`src/hw/rtl/ecd_pkg.sv`:
```
// Shared types, constants, microcode and helper functions for the calendar date converter.
`default_nettype none

package ecd_pkg;

  // Configuration register indexes.
  localparam int unsigned CFG_IDX_W = 1;
  localparam logic [CFG_IDX_W-1:0] CFG_IDX_EPOCH_YEAR    = 1'b0;
  localparam logic [CFG_IDX_W-1:0] CFG_IDX_EPOCH_WEEKDAY = 1'b1;
  localparam int unsigned CFG_DATA_W = 12;

  // Reset values of the configuration registers.
  localparam logic [11:0] EPOCH_YEAR_RST    = 12'd2000;
  localparam logic [2:0]  EPOCH_WEEKDAY_RST = 3'd6;

  // Carry limits of the time of day and of the year within its century.
  localparam logic [6:0]  SEC_LIMIT  = 7'd60;
  localparam logic [7:0]  MIN_LIMIT  = 8'd60;
  localparam logic [7:0]  HR_LIMIT   = 8'd24;
  localparam logic [11:0] YRS_PER_CENTURY = 12'd100;
  localparam logic [11:0] LAST_YR_OF_CENTURY = 12'd99;
  localparam logic [3:0]  MON_JANUARY  = 4'd1;
  localparam logic [3:0]  MON_FEBRUARY = 4'd2;
  localparam logic [3:0]  MON_DECEMBER = 4'd12;

  // Datapath operations selected by the control word.
  typedef enum logic [2:0] {
    OP_NOP,
    OP_LOAD,
    OP_WRAP_CENT,
    OP_WRAP_SEC,
    OP_WRAP_MIN,
    OP_WRAP_HR,
    OP_MONTH,
    OP_EMIT
  } op_t;

  // Sequencing of the step counter.
  typedef enum logic [1:0] {
    SEQ_NEXT,
    SEQ_LOOP,
    SEQ_JUMP
  } seq_t;

  typedef logic [2:0] step_t;

  typedef struct packed {
    op_t   op;
    seq_t  seq;
    step_t target;
  } ctrl_word_t;

  // Control from the sequencer to the datapath.
  typedef struct packed {
    op_t op;
  } dp_ctrl_t;

  // Status from the datapath back to the sequencer.
  typedef struct packed {
    logic more;
  } dp_stat_t;

  // Microcode program: load, reduce the year to its century, carry the time of
  // day into the day count, walk the months, then present the result.
  function automatic ctrl_word_t ucode_rom(input step_t step);
    ctrl_word_t cw;
    unique case (step)
      3'd0:    cw = '{op: OP_LOAD,      seq: SEQ_NEXT, target: 3'd0};
      3'd1:    cw = '{op: OP_WRAP_CENT, seq: SEQ_LOOP, target: 3'd1};
      3'd2:    cw = '{op: OP_WRAP_SEC,  seq: SEQ_LOOP, target: 3'd2};
      3'd3:    cw = '{op: OP_WRAP_MIN,  seq: SEQ_LOOP, target: 3'd3};
      3'd4:    cw = '{op: OP_WRAP_HR,   seq: SEQ_LOOP, target: 3'd4};
      3'd5:    cw = '{op: OP_MONTH,     seq: SEQ_LOOP, target: 3'd5};
      default: cw = '{op: OP_EMIT,      seq: SEQ_JUMP, target: 3'd0};
    endcase
    return cw;
  endfunction

  // Length of a month in a common year.
  function automatic logic [4:0] month_len(input logic [3:0] month);
    logic [4:0] len;
    case (month)
      4'd2:                   len = 5'd28;
      4'd4, 4'd6, 4'd9, 4'd11: len = 5'd30;
      default:                len = 5'd31;
    endcase
    return len;
  endfunction

  // Remainder modulo seven of a small value (below 42).
  function automatic logic [2:0] mod7(input logic [5:0] v);
    logic [5:0] r;
    if (v >= 6'd35) begin
      r = v - 6'd35;
    end else if (v >= 6'd28) begin
      r = v - 6'd28;
    end else if (v >= 6'd21) begin
      r = v - 6'd21;
    end else if (v >= 6'd14) begin
      r = v - 6'd14;
    end else if (v >= 6'd7) begin
      r = v - 6'd7;
    end else begin
      r = v;
    end
    return r[2:0];
  endfunction

endpackage

`default_nettype wire

```
`src/hw/rtl/ecd_datapath.sv`:
```
// Datapath of the calendar date converter: time carries, century reduction and month walk.
`default_nettype none

module ecd_datapath import ecd_pkg::*; (
  input  wire logic              clk,
  input  wire dp_ctrl_t          ctrl,
  output dp_stat_t               stat,
  input  wire logic signed [15:0] elapsed_days,
  input  wire logic signed [7:0]  elapsed_hours,
  input  wire logic signed [7:0]  elapsed_minutes,
  input  wire logic signed [7:0]  elapsed_seconds,
  input  wire logic [11:0]       epoch_year,
  input  wire logic [2:0]        epoch_weekday,
  output logic [11:0]            year,
  output logic [3:0]             month,
  output logic [4:0]             day,
  output logic [2:0]             weekday,
  output logic [4:0]             hour,
  output logic [5:0]             minute,
  output logic [5:0]             second
);

  logic [6:0]  sec_r,   sec_nxt;
  logic [7:0]  min_r,   min_nxt;
  logic [7:0]  hr_r,    hr_nxt;
  logic [15:0] days_r,  days_nxt;
  logic [2:0]  wd_r,    wd_nxt;
  logic [12:0] year_r,  year_nxt;
  logic [11:0] yrem_r,  yrem_nxt;
  logic [1:0]  cent_r,  cent_nxt;
  logic [3:0]  month_r, month_nxt;
  logic [4:0]  day_r,   day_nxt;

  logic        leap;
  logic [4:0]  len;
  logic        finish;

  // Gregorian leap year from the year within its century and the century modulo four.
  assign leap = ((yrem_r[1:0] == 2'b00) && (yrem_r != 12'd0)) ||
                ((yrem_r == 12'd0) && (cent_r == 2'd0));

  // Length of the current month and whether the remaining days end inside it.
  assign len    = month_len(month_r) + {4'd0, (month_r == MON_FEBRUARY) && leap};
  assign finish = days_r < {11'd0, len};

  // Operation decode.
  always_comb begin
    sec_nxt   = sec_r;
    min_nxt   = min_r;
    hr_nxt    = hr_r;
    days_nxt  = days_r;
    wd_nxt    = wd_r;
    year_nxt  = year_r;
    yrem_nxt  = yrem_r;
    cent_nxt  = cent_r;
    month_nxt = month_r;
    day_nxt   = day_r;
    stat.more = 1'b0;
    unique case (ctrl.op)
      OP_LOAD: begin
        // Negative parts count as zero.
        sec_nxt   = elapsed_seconds[7] ? 7'd0 : elapsed_seconds[6:0];
        min_nxt   = elapsed_minutes[7] ? 8'd0 : {1'b0, elapsed_minutes[6:0]};
        hr_nxt    = elapsed_hours[7]   ? 8'd0 : {1'b0, elapsed_hours[6:0]};
        days_nxt  = elapsed_days[15]   ? 16'd0 : {1'b0, elapsed_days[14:0]};
        wd_nxt    = mod7({3'd0, epoch_weekday});
        year_nxt  = {1'b0, epoch_year};
        yrem_nxt  = epoch_year;
        cent_nxt  = 2'd0;
        month_nxt = MON_JANUARY;
        day_nxt   = 5'd1;
      end
      OP_WRAP_CENT: begin
        stat.more = yrem_r >= YRS_PER_CENTURY;
        if (stat.more) begin
          yrem_nxt = yrem_r - YRS_PER_CENTURY;
          cent_nxt = cent_r + 2'd1;
        end
      end
      OP_WRAP_SEC: begin
        stat.more = sec_r >= SEC_LIMIT;
        if (stat.more) begin
          sec_nxt = sec_r - SEC_LIMIT;
          min_nxt = min_r + 8'd1;
        end
      end
      OP_WRAP_MIN: begin
        stat.more = min_r >= MIN_LIMIT;
        if (stat.more) begin
          min_nxt = min_r - MIN_LIMIT;
          hr_nxt  = hr_r + 8'd1;
        end
      end
      OP_WRAP_HR: begin
        stat.more = hr_r >= HR_LIMIT;
        if (stat.more) begin
          hr_nxt   = hr_r - HR_LIMIT;
          days_nxt = days_r + 16'd1;
        end
      end
      OP_MONTH: begin
        stat.more = !finish;
        if (finish) begin
          // The remaining days fall inside this month.
          day_nxt  = 5'd1 + days_r[4:0];
          wd_nxt   = mod7({3'd0, wd_r} + {1'b0, days_r[4:0]});
          days_nxt = 16'd0;
        end else begin
          // Skip the whole month; the walk always stands on its first day.
          days_nxt = days_r - {11'd0, len};
          wd_nxt   = mod7({3'd0, wd_r} + {1'b0, len});
          if (month_r == MON_DECEMBER) begin
            month_nxt = MON_JANUARY;
            year_nxt  = year_r + 13'd1;
            if (yrem_r == LAST_YR_OF_CENTURY) begin
              yrem_nxt = 12'd0;
              cent_nxt = cent_r + 2'd1;
            end else begin
              yrem_nxt = yrem_r + 12'd1;
            end
          end else begin
            month_nxt = month_r + 4'd1;
          end
        end
      end
      OP_NOP, OP_EMIT: begin
        stat.more = 1'b0;
      end
      default: begin
        stat.more = 1'b0;
      end
    endcase
  end

  // Working registers carry payload only and need no reset.
  always_ff @(posedge clk) begin
    sec_r   <= sec_nxt;
    min_r   <= min_nxt;
    hr_r    <= hr_nxt;
    days_r  <= days_nxt;
    wd_r    <= wd_nxt;
    year_r  <= year_nxt;
    yrem_r  <= yrem_nxt;
    cent_r  <= cent_nxt;
    month_r <= month_nxt;
    day_r   <= day_nxt;
  end

  assign year    = year_r[11:0];
  assign month   = month_r;
  assign day     = day_r;
  assign weekday = wd_r;
  assign hour    = hr_r[4:0];
  assign minute  = min_r[5:0];
  assign second  = sec_r[5:0];

endmodule

`default_nettype wire

```
`src/hw/rtl/elapsed_time_to_calendar_date.sv`:
```
// Top level of the elapsed time to calendar date converter with its microcode sequencer.
`default_nettype none

// A conversion starts when start is high while busy is low; busy then stays high
// until the result has been produced, and the result appears on the out_ ports for
// exactly one cycle, marked by out_valid, with no way for the receiver to stall it.
// The microcode sequencer steps through one load, a loop reducing the year to its
// century, loops for the second, minute and hour carries, a month walk with one step
// per whole month walked plus one for the final month, and one emit step; the month
// walk dominates for the largest day count. The result transfer takes place in the
// first cycle that busy is low, and a new command may be accepted in that same cycle.
// Configuration writes are always ready and must only be made while the block is idle.

module elapsed_time_to_calendar_date import ecd_pkg::*; (
  input  wire logic                  clk,
  input  wire logic                  rst_n,
  // Command channel.
  input  wire logic                  start,
  output logic                       busy,
  input  wire logic signed [15:0]    in_elapsed_days,
  input  wire logic signed [7:0]     in_elapsed_hours,
  input  wire logic signed [7:0]     in_elapsed_minutes,
  input  wire logic signed [7:0]     in_elapsed_seconds,
  // Result channel.
  output logic                       out_valid,
  output logic [11:0]                out_year,
  output logic [3:0]                 out_month,
  output logic [4:0]                 out_day,
  output logic [2:0]                 out_weekday,
  output logic [4:0]                 out_hour,
  output logic [5:0]                 out_minute,
  output logic [5:0]                 out_second,
  // Configuration write channel.
  input  wire logic                  cfg_valid,
  output logic                       cfg_ready,
  input  wire logic [CFG_IDX_W-1:0]  cfg_index,
  input  wire logic [CFG_DATA_W-1:0] cfg_data
);

  logic        busy_r,       busy_nxt;
  logic        out_valid_r,  out_valid_nxt;
  step_t       step_r,       step_nxt;
  logic [11:0] epoch_year_r;
  logic [2:0]  epoch_wd_r;

  logic        accept;
  logic        exec;
  ctrl_word_t  cw;
  dp_ctrl_t    dp_ctrl;
  dp_stat_t    dp_stat;

  // Configuration registers.
  assign cfg_ready = 1'b1;

  always_ff @(posedge clk) begin
    if (!rst_n) begin
      epoch_year_r <= EPOCH_YEAR_RST;
      epoch_wd_r   <= EPOCH_WEEKDAY_RST;
    end else if (cfg_valid && cfg_ready) begin
      case (cfg_index)
        CFG_IDX_EPOCH_YEAR:    epoch_year_r <= cfg_data[11:0];
        CFG_IDX_EPOCH_WEEKDAY: epoch_wd_r   <= cfg_data[2:0];
        default:               epoch_year_r <= epoch_year_r;
      endcase
    end
  end

  // Sequencer: the load step runs in the cycle the command is accepted.
  assign accept = start && !busy_r;
  assign exec   = busy_r || accept;
  assign cw     = ucode_rom(step_r);

  always_comb begin
    dp_ctrl.op    = exec ? cw.op : OP_NOP;
    step_nxt      = step_r;
    busy_nxt      = busy_r;
    out_valid_nxt = 1'b0;
    if (accept) begin
      busy_nxt = 1'b1;
    end
    if (exec) begin
      unique case (cw.seq)
        SEQ_NEXT: step_nxt = step_r + 3'd1;
        SEQ_LOOP: step_nxt = dp_stat.more ? cw.target : step_r + 3'd1;
        SEQ_JUMP: step_nxt = cw.target;
        default:  step_nxt = cw.target;
      endcase
      if (cw.op == OP_EMIT) begin
        busy_nxt      = 1'b0;
        out_valid_nxt = 1'b1;
      end
    end
  end

  always_ff @(posedge clk) begin
    if (!rst_n) begin
      busy_r      <= 1'b0;
      out_valid_r <= 1'b0;
      step_r      <= '0;
    end else begin
      busy_r      <= busy_nxt;
      out_valid_r <= out_valid_nxt;
      step_r      <= step_nxt;
    end
  end

  assign busy      = busy_r;
  assign out_valid = out_valid_r;

  // Datapath; its registers hold the result while out_valid is high.
  ecd_datapath u_datapath (
    .clk             (clk),
    .ctrl            (dp_ctrl),
    .stat            (dp_stat),
    .elapsed_days    (in_elapsed_days),
    .elapsed_hours   (in_elapsed_hours),
    .elapsed_minutes (in_elapsed_minutes),
    .elapsed_seconds (in_elapsed_seconds),
    .epoch_year      (epoch_year_r),
    .epoch_weekday   (epoch_wd_r),
    .year            (out_year),
    .month           (out_month),
    .day             (out_day),
    .weekday         (out_weekday),
    .hour            (out_hour),
    .minute          (out_minute),
    .second          (out_second)
  );

endmodule

`default_nettype wire

```
`config.mk`:
```
export PLATFORM = sky130hd
export DESIGN_NAME = elapsed_time_to_calendar_date
export DESIGN_NICKNAME = d
export VERILOG_FILES = /design/src/hw/rtl/ecd_pkg.sv /design/src/hw/rtl/ecd_datapath.sv /design/src/hw/rtl/elapsed_time_to_calendar_date.sv
export SDC_FILE = /design/constraint.sdc
export NUM_CORES = 1
export LEC_CHECK = 0
export BUFFER_PORTS_ARGS = -buffer_cell sky130_fd_sc_hd__buf_2
export CORE_ASPECT_RATIO = 0.75
export CORE_UTILIZATION = 50
export CTS_CLUSTER_SIZE = 20
export DETAILED_ROUTE_END_ITERATION = 16
export PLACE_DENSITY_LB_ADDON = 0.15
export SYNTH_ARGS = -nofsm -noshare
export SYNTH_HDL_FRONTEND = slang
export SYNTH_SLANG_ARGS = --single-unit
```
`constraint.sdc`:
```
create_clock -name clk -period 12 [get_ports clk]
set_input_delay 0.6 -clock clk [delete_from_list [all_inputs] [get_ports clk]]
set_output_delay 0.6 -clock clk [all_outputs]
set_load 0.1 [all_outputs]
```
==> out/qor.csv <==
stage,metric,value,unit
run_status,outcome,"finished, final reports clean",
place,Inst Count DP,1090,
routing,Via density,6.10,
setup_path,crit end category,flip-flop,
routing,first drt pass iteration count,6,
finish,Non-Filler Instances,1106,
global_route,largest net degree at the start of global routing,32,
sta,crit share post-route,43.5,%
synth,fraction of registers with async set/reset,0,%
power_and_ir_drop,total power,2.05,mW
place,Buffers on Ports,99,
synth,Post-Syn Nets,950,
setup_path,CP Max Fanout,16,
global_route,gr ovfl total,0,
finish,multi-input gate area in the final layout,4360,sq um
synth,Main synth FF type,edfxtp_1,
sta,setup TNS,0,ns
floorplan,Die Y,108,um
global_route,vias in the first global route,6158,
setup_path,worst reg2reg path startpoint,u_datapath.month[0]$_SDFFCE_PN1P_,
cts,Num CTS Buffers,9,
global_route,All-Layer GR Usage,25.4,%
synth,Post-synth EDFFs,77,
finish,fillers,1381,
cts,CTS tree,built,
power_and_ir_drop,"IR drop worst, VDD",0.123,mV
sta,skew final,0.0113,ns
floorplan,Initial Utilization,51.6,%
floorplan,Die ar.,15600,sq um
routing,"antenna viol nets, final",0,
setup_path,CP Launch Point,u_datapath.month[0]$_SDFFCE_PN1P_,
global_route,global-route wire length before repair,31000,um
finish,Register Area,2710,sq um
synth,"Avg Cell Area, Syn",9.02,sq um
floorplan,DIE WIDTH,144,um
routing,final WL,19300,um
finish,nets,1015,
setup_path,Critical R2R Capture,u_datapath.days_r[5]$_DFFE_PP_,
synth,Post-Syn Area,7540,sq um
cts,CTS resizes,0,
cts,htree depth,3,
routing,DRC,0,
synth,Synth Register Bits,97,
power_and_ir_drop,LEAKAGE,3.43,nW
finish,layout cells sized above 1,15.9,%
finish,Syn-to-layout area delta,10.4,%
finish,post-route cell area,8330,sq um
place,hpwl dp,14500,um
setup_path,Worst Path Required,12.11,ns
place,GP Congestion,0.974,
sta,Slew Limit Fails,0,
place,dpl cell area,8010,sq um
sta,Worst slew margin,11.5,%
cts,# hold bufs at CTS,0,
floorplan,# IOs,101,
floorplan,Core Region,14600,sq um
finish,# diodes,0,
setup_path,reg2reg path depth,16,
floorplan,std cell rows,38,
setup_path,Startpoint Class,flip-flop,
setup_path,crit path to,u_datapath.days_r[5]$_DFFE_PP_,
cts,post-CTS setup repair buffer count,0,
setup_path,r2r setup slk,6.78,ns
routing,detailed-route wire length per cell,17.5,um
finish,most frequent cells in the layout,"buf_2 (99), nand2_1 (98), edfxtp_1 (77)",
setup_path,Setup CP Type,flip-flop to flip-flop,
routing,Vias,6744,
sta,worst-margin pin slew,1.32,ns
synth,number of synthesis warnings,0,
routing,DRC violation total after the first TritonRoute iteration,581,
sta,setup violators final,0,
cts,clock root buffer,clkbuf_16,
cts,clk_lat worst skew,0.36,ns
sta,fin crit period,5.22,ns
flow_run,max-capacitance violation count,0,
sta,f_max,0.192,GHz
cts,clock slew seen by the registers of the worst setup and hold paths,0.08,ns
cts,Clock Tree Buf Depth,2,
synth,Post-Syn Instances,836,
hold_path,Hold Path Class,primary input to flip-flop,
sta,"Hold Vio Cnt, Final",0,
global_route,initial antenna violation count,0,
finish,final core occ,57.0,%
sta,RSZ-0062 raised after global routing,false,
synth,post-synthesis cell type count,83,
finish,"leading cell type in the layout, fill and taps excluded",buf_2,
synth,sequential fraction of the synthesis area,36.0,%
power_and_ir_drop,Cell Pwr Density,246,nW/um^2
cts,CTS Sinks,97,
setup_path,Worst EP arrival,5.32,ns
[sequential cells by signal, summed over array words and instances (netlist names), 2 cells and up]
signal	cells
epoch_year_r	12
u_datapath.month	4
u_datapath.year_r	12
step_r	3
u_datapath.min_r	8
u_datapath.sec_r	7
u_datapath.weekday	3
u_datapath.cent_r	2
u_datapath.yrem_r	12
u_datapath.hr_r	8
epoch_wd_r	3
u_datapath.day	5
u_datapath.days_r	16
[synth_stat cells (all sizes together) (20+ instances only)]
library cell  number  area, sq um
xor2              22          193
nand3             40          200
a21oi             44          220
nand2             98          368
o21ai             56          280
buf               24          171
ha                54          676
edfxtp            77         2310
clkbuf            26          138
dfxtp             20          400
inv               40          150
nor2              54          221
and3              22          138
xnor2             27          236
[worst min-delay path by stage]
stage	startpoint	end	slack, ns	cells after the start
detailed placement	epoch_year_r[0]$_SDFFE_PN0P_	epoch_year_r[0]$_SDFFE_PN0P_	0.48	2
finish	cfg_data[10]	epoch_year_r[10]$_SDFFE_PN1P_	0.45	3
global route	cfg_data[10]	epoch_year_r[10]$_SDFFE_PN1P_	0.45	3
floorplan	epoch_year_r[11]$_SDFFE_PN0P_	epoch_year_r[11]$_SDFFE_PN0P_	0.45	2
CTS	cfg_data[6]	epoch_year_r[6]$_SDFFE_PN1P_	0.44	3
global placement	epoch_year_r[5]$_SDFFE_PN0P_	epoch_year_r[5]$_SDFFE_PN0P_	0.47	2
[report_power, final]
part	total, mW	switching [mW]	internal [mW]
Combinational	1.12	0.797	0.318
Clock	0.309	0.142	0.168
Sequential	0.625	0.123	0.502
[critical path, cell delays in order, from the launching register on]
cell and delay, ns:
edfxtp_1 0.48, inv_1 0.13, ha_1 0.18, or3b_2 0.55
inv_1 0.20, nand2_1 0.08, a21oi_1 0.17, ha_1 0.26
nand2_1 0.23, inv_1 0.21, ha_1 0.28, a21oi_1 0.13
o21ai_0 0.17, a211o_1 0.43, o31ai_2 0.97, o221ai_1 0.27
a22o_1 0.22
[cell type report]
cell class	instances	area share [%]
Multi-Input combinational cell	648	52.4
Sequential cell	97	32.6
Timing Repair Buffer	104	6.40
Tap cell	200	3.01
Clock buffer	10	2.75
Inverter	41	1.85
Clock inverter	6	1.01
[layer usage]
layer	global-route usage (%)	vias to the layer above	share of wire (%)
met5	0	-	0
met4	5.55	0	1.0
met3	4.30	19	6.9
met2	38.6	288	44
met1	37.6	3218	48
li1	-	3219	-
[through the flow]
step | hold WS [ns] | worst slack, ns
finish | 0.449 | 6.78
global route | 0.445 | 6.41
CTS | 0.443 | 6.83
detailed placement | 0.476 | 6.87
global placement | 0.470 | 7.12
floorplan | 0.450 | 7.14
[logic make-up (layout without fill, tap and decap cells)]
| group | count (synthesis) | count (layout) | synth area share (%) |
|---|---|---|---|
| mux | 6 | 6 | 0.863 |
| buf+inv | 91 | 161 | 6.14 |
| fa+ha+maj | 57 | 57 | 9.76 |
| other cells | 1 | 1 | 0.0497 |
| xor+xnor | 49 | 49 | 5.69 |
| simple gates | 313 | 313 | 21.2 |
| flops | 97 | 97 | 36.0 |
| compound gates | 222 | 222 | 20.3 |
(Power assumes the default switching activity.)
